<file path="src/rtl/max_pool_2d_argmax_defines.svh">
// Assertion macros shared by the max pooling block.
// Included by the modules that carry concurrent assertions; no other dependencies.
`ifndef MAX_POOL_2D_ARGMAX_DEFINES_SVH
`define MAX_POOL_2D_ARGMAX_DEFINES_SVH

// The consequent holds in the same cycle as the antecedent.
`define MPA_ASSERT_NOW(label, clk, rst, ante, cons, msg) \
   label: assert property (@(posedge clk) disable iff (rst) (ante) |-> (cons)) \
      else $error(msg);

// The consequent holds in the cycle after the antecedent.
`define MPA_ASSERT_NEXT(label, clk, rst, ante, cons, msg) \
   label: assert property (@(posedge clk) disable iff (rst) (ante) |=> (cons)) \
      else $error(msg);

`endif

</file>
<file path="src/rtl/mpa_pkg.sv">
// Shared types and constants of the max pooling block.
// No dependencies; used by the top level, mpa_front and mpa_back.
package mpa_pkg;

   localparam int DEF_MAX_WINDOW = 8;
   localparam int DEF_MAX_LINE   = 512;
   localparam int SAMPLE_W       = 16;
   localparam int COORD_W        = 9;
   localparam int PLANE_W        = 16;
   localparam int SIZE_W         = 4;
   localparam int DIM_W          = 10;
   localparam int SLOT_W         = 4;
   localparam int CSR_INDEX_W    = 3;
   localparam int CSR_DATA_W     = 10;
   localparam int QUEUE_DEPTH    = 2;

   localparam logic [CSR_INDEX_W-1:0] REG_WINDOW_ROWS = 3'd0;
   localparam logic [CSR_INDEX_W-1:0] REG_WINDOW_COLS = 3'd1;
   localparam logic [CSR_INDEX_W-1:0] REG_STEP_ROWS   = 3'd2;
   localparam logic [CSR_INDEX_W-1:0] REG_STEP_COLS   = 3'd3;
   localparam logic [CSR_INDEX_W-1:0] REG_PLANE_ROWS  = 3'd4;
   localparam logic [CSR_INDEX_W-1:0] REG_PLANE_COLS  = 3'd5;

   typedef struct packed {
      logic [SIZE_W-1:0] window_rows;
      logic [SIZE_W-1:0] window_cols;
   } cfg_type;

   typedef struct packed {
      logic [SLOT_W-1:0]  slot;
      logic [COORD_W-1:0] row;
      logic [COORD_W-1:0] col;
      logic [COORD_W-1:0] out_row;
      logic [COORD_W-1:0] out_col;
      logic [PLANE_W-1:0] plane;
      logic               end_of_plane;
   } job_type;

endpackage

</file>
<file path="src/rtl/mpa_front.sv">
// Front of the pooling block: registers, scan counters, line store writes and window detection.
// Depends on mpa_pkg.
module mpa_front #(
   parameter int MAX_WINDOW = 8,
   parameter int MAX_LINE   = 512
) (
   input  logic                                      clock,
   input  logic                                      reset,
   input  logic                                      req_valid,
   output logic                                      req_stall,
   input  logic signed [mpa_pkg::SAMPLE_W-1:0]       req_sample,
   input  logic                                      csr_valid,
   input  logic [mpa_pkg::CSR_INDEX_W-1:0]           csr_index,
   input  logic [mpa_pkg::CSR_DATA_W-1:0]            csr_data,
   input  logic                                      busy,
   output logic                                      wr_en,
   output logic [$clog2(MAX_WINDOW*MAX_LINE)-1:0]    wr_addr,
   output logic [mpa_pkg::SAMPLE_W-1:0]              wr_data,
   output logic                                      push,
   output mpa_pkg::job_type                          job,
   output mpa_pkg::cfg_type                          cfg
);
   import mpa_pkg::*;

   localparam int SW   = (MAX_WINDOW > 1) ? $clog2(MAX_WINDOW) : 1;
   localparam int AW   = $clog2(MAX_WINDOW * MAX_LINE);
   localparam int WMAX = (MAX_WINDOW < 8) ? MAX_WINDOW : 8;
   localparam int LMAX = (MAX_LINE < 512) ? MAX_LINE : 512;

   logic [SIZE_W-1:0]  wr_raw_ff, wc_raw_ff, sr_raw_ff, sc_raw_ff;
   logic [DIM_W-1:0]   pr_raw_ff, pc_raw_ff;
   logic [SIZE_W-1:0]  wr, wc, sr, sc;
   logic [DIM_W-1:0]   pr, pc;
   logic [COORD_W-1:0] r_ff, r_in, c_ff, c_in;
   logic [SW-1:0]      slot_ff, slot_in;
   logic [2:0]         rmod_ff, rmod_in, cmod_ff, cmod_in;
   logic [COORD_W-1:0] oh_ff, oh_in, ow_ff, ow_in;
   logic [PLANE_W-1:0] plane_ff, plane_in;
   logic               fire, csr_hit, hit;
   logic [DIM_W-1:0]   r1, c1, r2, c2;

   function automatic logic [SIZE_W-1:0] clamp_size(input logic [SIZE_W-1:0] v,
                                                    input logic [SIZE_W-1:0] hi);
      logic [SIZE_W-1:0] res;
      res = v;
      if (v == '0) begin
         res = SIZE_W'(1);
      end else if (v > hi) begin
         res = hi;
      end
      return res;
   endfunction

   function automatic logic [DIM_W-1:0] clamp_dim(input logic [DIM_W-1:0] v,
                                                  input logic [DIM_W-1:0] hi);
      logic [DIM_W-1:0] res;
      res = v;
      if (v == '0) begin
         res = DIM_W'(1);
      end else if (v > hi) begin
         res = hi;
      end
      return res;
   endfunction

   assign wr = clamp_size(wr_raw_ff, SIZE_W'(WMAX));
   assign wc = clamp_size(wc_raw_ff, SIZE_W'(WMAX));
   assign sr = clamp_size(sr_raw_ff, SIZE_W'(8));
   assign sc = clamp_size(sc_raw_ff, SIZE_W'(8));
   assign pr = clamp_dim(pr_raw_ff, DIM_W'(512));
   assign pc = clamp_dim(pc_raw_ff, DIM_W'(LMAX));

   assign req_stall = busy;
   assign fire      = req_valid && !busy;
   assign csr_hit   = csr_valid && (csr_index == REG_WINDOW_ROWS || csr_index == REG_WINDOW_COLS
                      || csr_index == REG_STEP_ROWS || csr_index == REG_STEP_COLS
                      || csr_index == REG_PLANE_ROWS || csr_index == REG_PLANE_COLS);

   assign r1 = {1'b0, r_ff} + DIM_W'(1);
   assign c1 = {1'b0, c_ff} + DIM_W'(1);
   assign r2 = r1 + DIM_W'(1);
   assign c2 = c1 + DIM_W'(1);

   assign hit = ({6'd0, wr} <= pr) && ({6'd0, wc} <= pc) && (r1 >= {6'd0, wr})
                && (c1 >= {6'd0, wc}) && (rmod_ff == '0) && (cmod_ff == '0);

   always_comb begin
      r_in     = r_ff;
      c_in     = c_ff;
      slot_in  = slot_ff;
      rmod_in  = rmod_ff;
      cmod_in  = cmod_ff;
      oh_in    = oh_ff;
      ow_in    = ow_ff;
      plane_in = plane_ff;
      if (fire) begin
         if (c1 >= pc) begin
            c_in    = '0;
            cmod_in = '0;
            ow_in   = '0;
            if (r1 >= pr) begin
               r_in     = '0;
               slot_in  = '0;
               rmod_in  = '0;
               oh_in    = '0;
               plane_in = plane_ff + 1'b1;
            end else begin
               r_in    = r_ff + 1'b1;
               slot_in = (slot_ff == SW'(MAX_WINDOW - 1)) ? '0 : slot_ff + 1'b1;
               if (r2 == {6'd0, wr}) begin
                  rmod_in = '0;
                  oh_in   = '0;
               end else if (r2 > {6'd0, wr}) begin
                  if ({1'b0, rmod_ff} + 4'd1 == sr) begin
                     rmod_in = '0;
                     oh_in   = oh_ff + 1'b1;
                  end else begin
                     rmod_in = rmod_ff + 1'b1;
                  end
               end
            end
         end else begin
            c_in = c_ff + 1'b1;
            if (c2 == {6'd0, wc}) begin
               cmod_in = '0;
               ow_in   = '0;
            end else if (c2 > {6'd0, wc}) begin
               if ({1'b0, cmod_ff} + 4'd1 == sc) begin
                  cmod_in = '0;
                  ow_in   = ow_ff + 1'b1;
               end else begin
                  cmod_in = cmod_ff + 1'b1;
               end
            end
         end
      end
      if (csr_hit) begin
         r_in    = '0;
         c_in    = '0;
         slot_in = '0;
         rmod_in = '0;
         cmod_in = '0;
         oh_in   = '0;
         ow_in   = '0;
      end
   end

   always_ff @(posedge clock) begin
      if (reset) begin
         wr_raw_ff <= SIZE_W'(2);
         wc_raw_ff <= SIZE_W'(2);
         sr_raw_ff <= SIZE_W'(2);
         sc_raw_ff <= SIZE_W'(2);
         pr_raw_ff <= DIM_W'(512);
         pc_raw_ff <= DIM_W'(512);
         r_ff      <= '0;
         c_ff      <= '0;
         slot_ff   <= '0;
         rmod_ff   <= '0;
         cmod_ff   <= '0;
         oh_ff     <= '0;
         ow_ff     <= '0;
         plane_ff  <= '0;
      end else begin
         if (csr_valid) begin
            case (csr_index)
               REG_WINDOW_ROWS: wr_raw_ff <= csr_data[SIZE_W-1:0];
               REG_WINDOW_COLS: wc_raw_ff <= csr_data[SIZE_W-1:0];
               REG_STEP_ROWS:   sr_raw_ff <= csr_data[SIZE_W-1:0];
               REG_STEP_COLS:   sc_raw_ff <= csr_data[SIZE_W-1:0];
               REG_PLANE_ROWS:  pr_raw_ff <= csr_data;
               REG_PLANE_COLS:  pc_raw_ff <= csr_data;
               default: ;
            endcase
         end
         r_ff     <= r_in;
         c_ff     <= c_in;
         slot_ff  <= slot_in;
         rmod_ff  <= rmod_in;
         cmod_ff  <= cmod_in;
         oh_ff    <= oh_in;
         ow_ff    <= ow_in;
         plane_ff <= plane_in;
      end
   end

   assign wr_en   = fire;
   assign wr_addr = AW'(slot_ff) * AW'(MAX_LINE) + AW'(c_ff);
   assign wr_data = req_sample;
   assign push    = fire && hit;

   assign job.slot         = SLOT_W'(slot_ff);
   assign job.row          = r_ff;
   assign job.col          = c_ff;
   assign job.out_row      = oh_ff;
   assign job.out_col      = ow_ff;
   assign job.plane        = plane_ff;
   assign job.end_of_plane = ({1'b0, r_ff} + {6'd0, sr} >= pr)
                             && ({1'b0, c_ff} + {6'd0, sc} >= pc);

   assign cfg.window_rows = wr;
   assign cfg.window_cols = wc;

endmodule

</file>
<file path="config.mk">
export PLATFORM = sky130hd
export DESIGN_NAME = mpa_front
export DESIGN_NICKNAME = d
export VERILOG_FILES = /design/src/rtl/max_pool_2d_argmax_defines.svh /design/src/rtl/mpa_pkg.sv /design/src/rtl/mpa_front.sv
export SDC_FILE = /design/constraint.sdc
export NUM_CORES = 1
export LEC_CHECK = 0
export BUFFER_PORTS_ARGS = -buffer_cell sky130_fd_sc_hd__buf_2
export CORE_MARGIN = 2
export CORE_UTILIZATION = 32
export CTS_BUF_LIST = sky130_fd_sc_hd__clkbuf_8 sky130_fd_sc_hd__clkbuf_16
export DETAILED_ROUTE_END_ITERATION = 10
export PLACE_DENSITY = 0.53
export SLEW_MARGIN = 20
export SYNTH_ARGS = -nofsm -noshare
export SYNTH_HDL_FRONTEND = slang
export SYNTH_SLANG_ARGS = --single-unit
</file>
<file path="constraint.sdc">
create_clock -name clock -period 3.6 [get_ports clock]
set_input_delay 0.54 -clock clock [delete_from_list [all_inputs] [get_ports clock]]
set_output_delay 0.54 -clock clock [all_outputs]
set_load 0.02 [all_outputs]
</file>
### Word level (Yosys, flattened, before mapping)

Index checks and enable logic that the tools add are counted.

* word-level logic and storage cells: 130
* output and inout port bits: 96
* input bits: 34
* register bits after elaboration: 97

* $add $sub $neg: 17
* mux-type cells: 32
* equal/unequal tests: 10
* magnitude comparators: 16
* reduce and logical (&&, ||, !) cells: 41

Operators with widths (count)
* $mux 9: 10
* $ge 10x10->1: 4
* $mux 10: 4
* $add 9x1->9 const B: 4
* $mux 4: 8
* $mux 3: 10
* $add 10x1->10 const B: 2
* $add 9x1->10 const B: 2
* $add 9x4->10: 2
* $eq 10x4->1: 2
* $ge 10x4->1: 2
* $gt 10x10->1 const B: 2
* $gt 10x4->1: 2
* $le 4x10->1: 2
* $logic_not 10->1: 2
* $add 16x1->16 const B: 1
* $gt 4x4->1 const B: 4
* $logic_not 4->1: 4
* $reduce_and 2->1: 8
* $add 12x9->12: 1
* $reduce_bool 3->1: 4
* $add 3x1->3 const B: 3
* $eq 3x3->1 const B: 3
* $logic_and 1x1->1: 9
* 10 further kinds: 21

### Depth between registers and ports, before layout

Gate-level depths: netlist of the first run.

* depth in word-level cells: 10
* depth in mapped cells: 16

### Worst setup path before layout of the first run

Ideal clock, no wire load.

* kind: register to register
* from: register c_ff[1]
* to: register oh_ff[0]
* buffers on the path: 2
* stages on the path, launching flop included: 15
* setup time: 0.058 ns
* data arrival time: 3.549 ns
* path slack: -0.007 ns
* data required time: 3.542 ns
* cell sequence: dfxtp_1 ha_1 buf_4 nand4_2 o21ai_0 and2_4 inv_1 ha_1 a2111oi_0 a211oi_1 and2_1 buf_2 a211oi_1 and2_1 mux2_2

* longest elaborated chain between the ends: 3

Ends and longest elaborated chain
* from (decl): line mpa_front.sv:34 `logic [COORD_W-1:0] r_ff, r_in, c_ff, c_in;`
* from (signal assigned): line mpa_front.sv:177 `c_ff <= c_in;`
* $add 9x1->10: line mpa_front.sv:80 `assign c1 = {1'b0, c_ff} + DIM_W'(1);`
* $ge 10x10->1: line mpa_front.sv:97 `if (c1 >= pc) begin`
* $reduce_and 4->1 (no source line)
* to (signal assigned): line mpa_front.sv:181 `oh_ff <= oh_in;`
* to (decl): line mpa_front.sv:37 `logic [COORD_W-1:0] oh_ff, oh_in, ow_ff, ow_in;`

No other way between the ends.
A chain may end at the register's enable or synchronous reset.

==> out/metrics.yaml, run 1 <==
power_and_ir_drop:
  p_per_area_nw_per_um2: 281
  power_w: 0.00246
  irDropWorstVdd_mv: 0.206
  leakage_nw: 3.91
final_layout:
  n_fill_cell: 2352
  drive_gt1_share_pct: 24.4
  syn_to_final_growth_pct: 19.7
  final_cell_area_um2: 8760
  nets: 1137
  final_util_pct: 38.8
  final-seq-area_um2: 1950
  diodes: 0
  multiInputGateArea_um2: 5000
global_route:
  overflow: 0
  antenna_found_initial: 0
  grt_max_degree: 54
  track_usage_pct: 17.1
  grt_pass1_vias: 6245
  grt_pass1_wl_mm: 33.0
setup_path:
  crit_path_max_fanout: 3
  startpoint: "pc_raw_ff[5]"
  slowest_delay_ps: 540
  required_ps: 3060
  crit_path_end: "job[0]"
  worstSetupStartpointType: "register"
  reg2reg_slack_ps: 160
  r2r-end: "oh_ff[5]"
  ff2ff_path_depth: 16
  path_cells: "or4_4 > nor2_4 > a21oi_2 > nor2_2 > ha_1 > nand2b_1 > a21o_1 > a21o_1 > a21o_1 > a21o_1 > a21oi_2 > nor2b_1 > o21ai_1 > a21oi_2 > buf_6"
  cpLargestDelayFamily: "compound AO/OA/AOI/OAI gates"
  critPathKind: "register to output port"
  cp_slowest_cell: "or4_4"
  crit_path_end_kind: "output port"
  arrival_ps: 3110
  path_buf_inv: 1
  cp.depth: 15
  cp_common_cell: "a21o_1"
  timing.rr.start: "pr_raw_ff[6]"
sta:
  hold_violations: 0
  drv_slew: 0
  fin_crit_sh_pct: 101
  layout_setup_ws_ps: -53.6
  rsz0062_at_grt: "yes"
  maxSlewHeadroom_pct: 43.5
  worstMarginPinSlew_ps: 846
  fin_hold_ws_ps: 439
  tns_ps: -84.6
  fmax_mhz: 274
  fin_crit_ps: 3650
  setup_violations: 2
  finalClockSkew_ps: 13.1
cts:
  clk_latency_ps: 360
  cts.sinks: 97
  cts-htree-levels: 3
  cts.hold.buffers_added: 0
  cts_root_buf: "clkbuf_16"
  cts_tree: "done"
  cts_buffers: 9
  cts_buffer_depth: 2
  clk_pin_slew_worst_paths_ps: 80
placement:
  port_buffers: 96
  dpl-instance-area_um2: 8110
  place.gp.congestion: 0.818
  hpwlAfterDp_mm: 15.5
run_status:
  status: "finished, violations left"
  violations: "negative setup slack"
logic_synthesis:
  synth_area_leaders: "dfxtp_1, ha_1, nand2_1"
  synth_seq_cells: 97
  synth_cells: 910
  netlist_area_um2: 7310
  yosysTopAreaCell: "dfxtp_1"
  synthDistinctLibCells: 68
  avgSynthCellArea_um2: 8.04
  yosysSeqAreaShare_pct: 26.5
  synth_edf_count: 0
  async_flop_share_pct: 0
  syn_nets: 1032
  synth_ff_type: "dfxtp_1"
  synth_warnings: 0
  synth_top_area_share_pct: 26.5
die:
  die_x_um: 155
  num_rows: 55
  start_util_pct: 32.4
  boundaryPins: 130
  dieArea_um2: 24100
  core_area_um2: 22600
  die_y_um: 155
detailed_routing:
  ant_nets: 0
  drt_iter0_markers: 398
  routed_wl_mm: 20.3
  vias_per_cell: 5.06
  wire_per_inst_um: 15.5
  remaining_drc_errors: 0
  drt-pass1-iter-count: 5
  vias: 6597
run:
  max-cap-violations: 0
min_path:
  hp-class: "input pin to register"
cell type report:
type,count,share of cell area (%)
Inverter,36,1.54
Clock buffer,9,2.57
Multi-Input combinational cell,708,57.1
Clock inverter,7,1.09
Sequential cell,97,22.3
Tap cell,285,4.07
Timing Repair Buffer,163,11.3
flip-flops by register name (all words and copies together) (netlist names), 4 cells and up:
register,count
pr_raw_ff,10
ow_ff,9
wr_raw_ff,4
sc_raw_ff,4
c_ff,9
oh_ff,9
plane_ff,16
r_ff,9
pc_raw_ff,10
wc_raw_ff,4
sr_raw_ff,4
power breakdown:
group	total (W)	switching (W)	internal (W)
logic	0.000304	0.000179	0.000125
registers	0.00109	0.0000104	0.00108
clock network	0.00106	0.000499	0.000562
total	0.00246	0.000689	0.00177
worst min-delay path by stage:
stage                             from      endpoint  slack [ps]  cells past startpoint
after floorplan           pc_raw_ff[0]  pc_raw_ff[0]         440                      2
after global placement    pr_raw_ff[0]  pr_raw_ff[0]         460                      2
after detailed placement  pr_raw_ff[0]  pr_raw_ff[0]         460                      2
after CTS                  csr_data[9]  pr_raw_ff[9]         420                      2
after global routing       csr_data[9]  pr_raw_ff[9]         420                      2
final                      csr_data[4]  pr_raw_ff[4]         440                      3
kinds of logic (layout without fill, tap and decap cells):
logic type / after synthesis / count (layout) / share of synthesized area, %
buffers and inverters: 105 / 215 / 7.42
muxes: 18 / 18 / 2.55
AOI/OAI and AO/OA: 195 / 195 / 17.5
adders and majority gates: 88 / 88 / 15.3
other: 1 / 1 / 0.0513
DFF: 97 / 97 / 26.5
xor gates and xnor gates: 46 / 46 / 5.87
and+or+nand+nor: 360 / 360 / 24.8
metal layers:
layer,vias up,GRT usage (%),share of wire (%)
met5,-,0,0
met4,0,4.98,1.8
met3,21,2.23,3.9
met2,135,28.0,46
met1,3047,23.7,48
li1,3394,-,-
placed cells by master (no fill, tap or decap), types with 3 or more instances in the layout:
| cell type | Yosys | routed |
|---|---|---|
| nand2_1 | 101 | 101 |
| buf_2 | 5 | 95 |
| dfxtp_1 | 97 | 87 |
| ha_1 | 86 | 82 |
| nor2_1 | 86 | 77 |
| buf_4 | 35 | 66 |
| a21oi_1 | 71 | 61 |
| nand3_1 | 38 | 37 |
| inv_1 | 35 | 35 |
| o21ai_0 | 35 | 32 |
| xnor2_1 | 25 | 25 |
| xor2_1 | 19 | 19 |
| nor2b_1 | 18 | 18 |
| a21o_1 | 17 | 17 |
| nand4_1 | 17 | 17 |
| mux2i_1 | 16 | 16 |
| nand2b_1 | 15 | 14 |
| nor3_1 | 14 | 13 |
| and3_1 | 13 | 13 |
| o21a_1 | 11 | 11 |
| or3_1 | 11 | 11 |
| dfxtp_2 | 0 | 10 |
| a21oi_2 | 0 | 9 |
| nand3b_1 | 9 | 9 |
| clkbuf_16 | 0 | 9 |
| o21ai_1 | 6 | 8 |
| a22oi_1 | 8 | 8 |
| nor2_2 | 0 | 7 |
| and2_1 | 8 | 7 |
| a211o_1 | 6 | 6 |
| o211ai_1 | 6 | 6 |
| or2_2 | 5 | 5 |
| o31ai_1 | 5 | 5 |
| a221o_1 | 5 | 5 |
| nor4_1 | 4 | 4 |
| a211oi_1 | 5 | 4 |
| ha_2 | 0 | 3 |
cell usage after synthesis (all sizes together) (16+ instances only):
library cell    n
o21ai          41
nand3          38
clkbuf         26
dfxtp          97
nor2b          18
mux2i          16
a21oi          71
xnor2          27
ha             86
a21o           17
buf            43
nand2         102
xor2           19
nor2           86
inv            35
nand4          18
tightest hold or removal path: cells and delay by family:
kind / cells / cell delay [ps]
buffers and inverters: 1 / 120
AOI/OAI and AO/OA: 1 / 50
and+or+nand+nor: 1 / 50
through the flow:
step           std cells  worst slack [ps]
2_1_floorplan        910              77.1
3_3_place_gp        1270              38.6
3_5_place_dp        1270              51.1
4_1_cts             1300              -120
5_1_grt             1305              -227
6_report            1305             -53.6
what timing repair did:
action                                  4_1_cts  5_1_grt
pin swaps                                    14       13
endpoints found under the setup margin        2       36
resized for setup                            29       30
cloned                                        0        1
setup buffers                                14        4
Power figures use the tool's default switching activity.
==> run 2: changes to the inputs <==
--- a/config.mk
+++ b/config.mk
@@ -6,11 +6,12 @@
 export NUM_CORES = 1
 export LEC_CHECK = 0
 export BUFFER_PORTS_ARGS = -buffer_cell sky130_fd_sc_hd__buf_2
+export CELL_PAD_IN_SITES_DETAIL_PLACEMENT = 0
+export CELL_PAD_IN_SITES_GLOBAL_PLACEMENT = 2
 export CORE_MARGIN = 2
-export CORE_UTILIZATION = 32
-export CTS_BUF_LIST = sky130_fd_sc_hd__clkbuf_8 sky130_fd_sc_hd__clkbuf_16
+export CORE_UTILIZATION = 30
 export DETAILED_ROUTE_END_ITERATION = 10
-export PLACE_DENSITY = 0.53
+export PLACE_DENSITY = 0.78
 export SLEW_MARGIN = 20
 export SYNTH_ARGS = -nofsm -noshare
 export SYNTH_HDL_FRONTEND = slang
==> run 2 against run 1 <==
  * The flow still finishes with violations (negative setup slack)
  * Worst setup slack worse by 77 ps
  * Critical endpoint unchanged
  * Die area grew 6.5%
  * Final cell count rose by 3.0%
  * Critical path depth unchanged
  * Flip-flop and latch count unchanged
==> out/metrics.yaml, run 2 (same netlist as run 1, synthesis figures left out) <==
final_layout:
  layout_commonest_cell: "nand2_1"
  reg.largest.list: "plane_ff: 16 flops, pc_raw_ff: 10 flops, pr_raw_ff: 10 flops"
  diodes: 0
  final_cell_area_um2: 8810
  drive_gt1_share_pct: 23.8
  regMostFlops: "plane_ff"
  final_util_pct: 36.5
  largest_reg_flops: 16
  syn_to_final_growth_pct: 20.4
  final_cell_mix: "nand2_1, buf_2, dfxtp_1, nor2_1, ha_1"
  nets: 1137
run_status:
  violations: "negative setup slack"
  status: "finished, violations left"
detailed_routing:
  remaining_drc_errors: 0
  wl_met3_um: 610
  ant_nets: 0
  routed_wl_mm: 21.1
  wl_met2_mm: 9.96
  dr.max_layer_used: "met4"
  drt-pass1-iter-count: 4
  vias: 6590
  drt_iter0_markers: 369
  m1WireLength_mm: 10.2
  wire_per_inst_um: 15.7
  vias_per_cell: 4.90
die:
  num_rows: 57
  dieArea_um2: 25600
  core_area_um2: 24100
  boundaryPins: 130
  die_x_um: 160
  die_y_um: 160
  start_util_pct: 30.3
placement:
  port_buffers: 96
  dpl-instance-area_um2: 8250
  place.gp.congestion: 0.828
  hpwlAfterDp_mm: 16.3
power_and_ir_drop:
  power_w: 0.00243
  p_per_area_nw_per_um2: 276
  irDropWorstVdd_mv: 0.172
  leakage_nw: 3.92
global_route:
  track_usage_pct: 16.5
  antenna_found_initial: 0
  grt_pass1_vias: 6392
  grt_max_degree: 45
  grt_pass1_wl_mm: 33.9
  overflow: 0
setup_path:
  required_ps: 3060
  timing.rr.start: "pr_raw_ff[5]"
  crit_path_end_kind: "output port"
  arrival_ps: 3190
  worstSetupStartpointType: "register"
  startpoint: "sr_raw_ff[2]"
  critPathKind: "register to output port"
  crit_path_max_fanout: 2
sta:
  fin_crit_ps: 3730
  tns_ps: -131
  layout_setup_ws_ps: -131
  setup_violations: 1
  maxSlewHeadroom_pct: 34.8
  fin_crit_sh_pct: 104
  drv_slew: 0
  fmax_mhz: 268
  hold_violations: 0
  rsz0062_at_grt: "yes"
  worstMarginPinSlew_ps: 978
  finalClockSkew_ps: 7.07
run:
  max-cap-violations: 0
cts:
  clk_pin_slew_worst_paths_ps: 70
  cts_buffers: 9
  clk_latency_ps: 360
  cts_root_buf: "clkbuf_16"
  cts_tree: "done"
  cts_buffer_depth: 2
  cts-htree-levels: 3
  cts.sinks: 97
min_path:
  hp-start: "csr_data[9]"
  hp-class: "input pin to register"
## run 2: report_power, final
part	internal (W)	switching [W]	leakage, nW
Sequential	0.00108	0.0000102	0.786
Clock	0.000566	0.000466	0.152
Combinational	0.000118	0.000184	2.98
## run 2: worst max-delay path, cell delays in order (launching register included)
cell and delay (ps):
dfxtp_2 320, nor2_2 90, nor2_1 50, nor2_1 160, ha_2 220, fa_2 440
ha_1 290, a21o_1 100, a21o_1 110, a21o_1 140, a21oi_2 60, nor2b_1 110
o21ai_1 90, a221o_1 310, a21oi_2 200, buf_6 150
## run 2: repair_timing
action	CTS	global route
hold buffers	0	0
endpoints found under the setup margin	2	38
pin swaps	18	24
setup buffers	5	2
gates resized for setup	23	33
## run 2: per-stage QoR
stage | hold WS [ps] | std cells | setup WS [ps]
2_1_floorplan | 436 | 910 | 77.1
3_3_place_gp | 449 | 1322 | 31.2
3_5_place_dp | 449 | 1322 | 40.1
4_1_cts | 419 | 1342 | -200
5_1_grt | 434 | 1344 | -313
6_report | 431 | 1344 | -131
## run 2: layer usage
layer  GRT usage (%)  vias up
met5               0        -
met4            5.16        0
met3            2.49       14
met2            28.1       81
met1            21.6     3098
li1                -     3397
## run 2: cell type report
class                           count  area, um^2
Clock buffer                       11         243
Clock inverter                      5        63.8
Fill cell                        2598       15300
Inverter                           36         135
Multi-Input combinational cell    708        5010
Sequential cell                    97        1950
Tap cell                          324         405
Timing Repair Buffer              163        1000
## run 2: path summary, 6_finish.rpt
kind | endpoint | slack [ps] | cells after the start
min | pr_raw_ff[9] | 430 | 2
max | job[0] | -130 | 15
max reg2reg | rmod_ff[0] | 200 | 16
min reg2reg | sc_raw_ff[1] | 470 | 1
==> run 3: changes to the inputs <==
--- a/config.mk
+++ b/config.mk
@@ -9,9 +9,9 @@
 export CELL_PAD_IN_SITES_DETAIL_PLACEMENT = 0
 export CELL_PAD_IN_SITES_GLOBAL_PLACEMENT = 2
 export CORE_MARGIN = 2
-export CORE_UTILIZATION = 30
+export CORE_UTILIZATION = 32
 export DETAILED_ROUTE_END_ITERATION = 10
-export PLACE_DENSITY = 0.78
+export PLACE_DENSITY = 0.79
 export SLEW_MARGIN = 20
 export SYNTH_ARGS = -nofsm -noshare
 export SYNTH_HDL_FRONTEND = slang
==> constraint.sdc (replaced) <==
create_clock -name clock -period 3.7 [get_ports clock]
set_input_delay 0.555 -clock clock [delete_from_list [all_inputs] [get_ports clock]]
set_output_delay 0.555 -clock clock [all_outputs]
set_load 0.02 [all_outputs]
==> run 3 against run 2 <==
  * The run now ends clean
  * Utilization is 1.6 points higher
  * Power is 2.1% lower
  * Non-clock buffer count is 11 lower
  * Largest cell class unchanged
  * Largest power group unchanged
  * Highest routed layer unchanged
==> out/metrics.yaml, run 3 (same netlist as run 1, synthesis figures left out) <==
run_status:
  status: "complete, no violations"
sta:
  fin_crit_sh_pct: 99.0
  finalClockSkew_ps: 14.8
  rsz0062_at_grt: "yes"
  maxSlewHeadroom_pct: 42.6
  fmax_mhz: 273
  worstMarginPinSlew_ps: 855
  drv_slew: 0
  fin_crit_ps: 3660
  hold_violations: 0
  setup_violations: 0
cts:
  cts_buffer_depth: 2
  cts_buffers: 9
  clk_pin_slew_worst_paths_ps: 80
  clk_latency_ps: 360
  cts_tree: "done"
  cts.hold.buffers_added: 0
  cts-htree-levels: 3
  cts.sinks: 97
  cts_root_buf: "clkbuf_16"
setup_path:
  crit_path_end_kind: "output port"
  cp_slowest_cell: "fa_2"
  ff2ff_path_depth: 13
  critPathKind: "register to output port"
  slowest_delay_ps: 350
  startpoint: "sr_raw_ff[1]"
  crit_path_max_fanout: 3
  timing.rr.start: "r_ff[0]"
  worstSetupStartpointType: "register"
  r2r-end: "oh_ff[7]"
  arrival_ps: 3110
  cp_common_cell: "nor2_1"
  path_cells: "nor2_1 > nor2_1 > nor2_2 > ha_2 > fa_2 > a21o_1 > a21oi_4 > nor2_1 > xnor2_1 > ha_1 > o21ai_0 > nand2b_1 > a21oi_1 > a221o_1 > a21oi_2 > buf_6"
  required_ps: 3140
  reg2reg_slack_ps: 270
final_layout:
  final_cell_mix: "nand2_1, buf_2, dfxtp_1, ha_1, nor2_1"
  nets: 1126
  instances_no_fill: 1294
  layout_commonest_cell: "nand2_1"
  syn_to_final_growth_pct: 17.7
  reg.largest.list: "plane_ff: 16 flops, pc_raw_ff: 10 flops, pr_raw_ff: 10 flops"
  drive_gt1_share_pct: 22.4
  diodes: 0
  regMostFlops: "plane_ff"
  largest_reg_flops: 16
detailed_routing:
  drt-pass1-iter-count: 4
  vias: 6507
  vias_per_cell: 5.03
  routed_wl_mm: 20.5
  remaining_drc_errors: 0
  wire_per_inst_um: 15.8
  ant_nets: 0
  drt_iter0_markers: 315
global_route:
  grt_pass1_vias: 6200
  overflow: 0
  grt_max_degree: 54
  track_usage_pct: 17.2
  grt_pass1_wl_mm: 33.0
  antenna_found_initial: 0
die:
  core_area_um2: 22600
  start_util_pct: 32.4
  dieArea_um2: 24100
  num_rows: 55
  die_x_um: 155
  boundaryPins: 130
  die_y_um: 155
run:
  max-cap-violations: 0
power_and_ir_drop:
  irDropWorstVdd_mv: 0.168
  swShare_pct: 27.4
  seqPwrFrac_pct: 44.8
  p_switching_w: 0.000651
  p_int_w: 0.00172
  power_w: 0.00237
  p_clk_share_pct: 43.0
  p_per_area_nw_per_um2: 276
  leakage_nw: 3.87
  combPwrFrac_pct: 12.2
placement:
  port_buffers: 96
  hpwlAfterDp_mm: 15.6
  dp.cells: 1259
  place.gp.congestion: 0.793
min_path:
  hp-start: "csr_data[9]"
  whs_endpoint: "pc_raw_ff[9]"
  min_delay_path_depth: 3
  hp-class: "input pin to register"
==> run 3: cell count changes in the layout (fill, tap and decap cells not counted), sizes merged <==
cell	previous run	this run
buf	163	152
inv	36	38
clkbuf	11	10
clkinv	4	3
==> run 3: worst max path at each step <==
stage,slack (ps),cells after the start,to
floorplan,90,14,oh_ff[0]
global placement,150,12,job[0]
detailed placement,130,12,job[0]
CTS,7,16,job[0]
global route,-160,14,job[0]
finish,40,16,job[0]
==> run 3: routing by layer <==
layer  global-route usage (%)  up-vias  part of all wire, %
met1                     22.8     3056                   49
met4                     3.54        0                 0.64
li1                         -     3375                    -
met2                     30.1       69                   48
met5                        0        -                    0
met3                     2.40        7                  2.5
==> run 3: worst max-delay path: cells and delay by family, from the launching register on <==
family	cells	cell delay, ps
flops	1	340
buf+inv	1	140
simple gates	5	380
fa+ha+maj	3	810
compound gates	6	950
xor+xnor	1	130
==> run 3: area by class of cell <==
type	count	area (um^2)
well taps	285	357
fillers	2409	14000
clock buffers	10	239
multi-input cells	708	4940
clock inverters	6	72.6
flip-flops and latches	97	1950
repair buffers	152	910
inverters	36	135
==> run 3: stage by stage <==
step / worst slack [ps] / util, % / area (um^2) / TNS [ps] / hold WS [ps]
4_1_cts: 6.70 / 38.0 / 8570 / 0 / 423
3_5_place_dp: 133 / 35.5 / 8020 / 0 / 459
3_3_place_gp: 148 / 35.5 / 8020 / 0 / 453
6_report: 36.1 / 38.1 / 8610 / 0 / 441
2_1_floorplan: 92.8 / - / 7310 / 0 / 436
5_1_grt: -158 / 38.1 / 8610 / -269 / 429
==> run 3: power groups by stage <==
stage                     clock network (W)  logic, W  registers [W]
final                               0.00102  0.000290        0.00106
after global routing                0.00109  0.000321        0.00107
after CTS                           0.00106  0.000288        0.00106
after detailed placement                  0  0.000258        0.00109
after global placement                    0  0.000258        0.00109
after floorplan                           0  0.000200        0.00109
==> run 3: repair_timing <==
action,CTS,global route
resized for setup,34,14
setup endpoints to repair,1,20
pin swaps,25,7
setup buffers,19,0
cloned,0,0
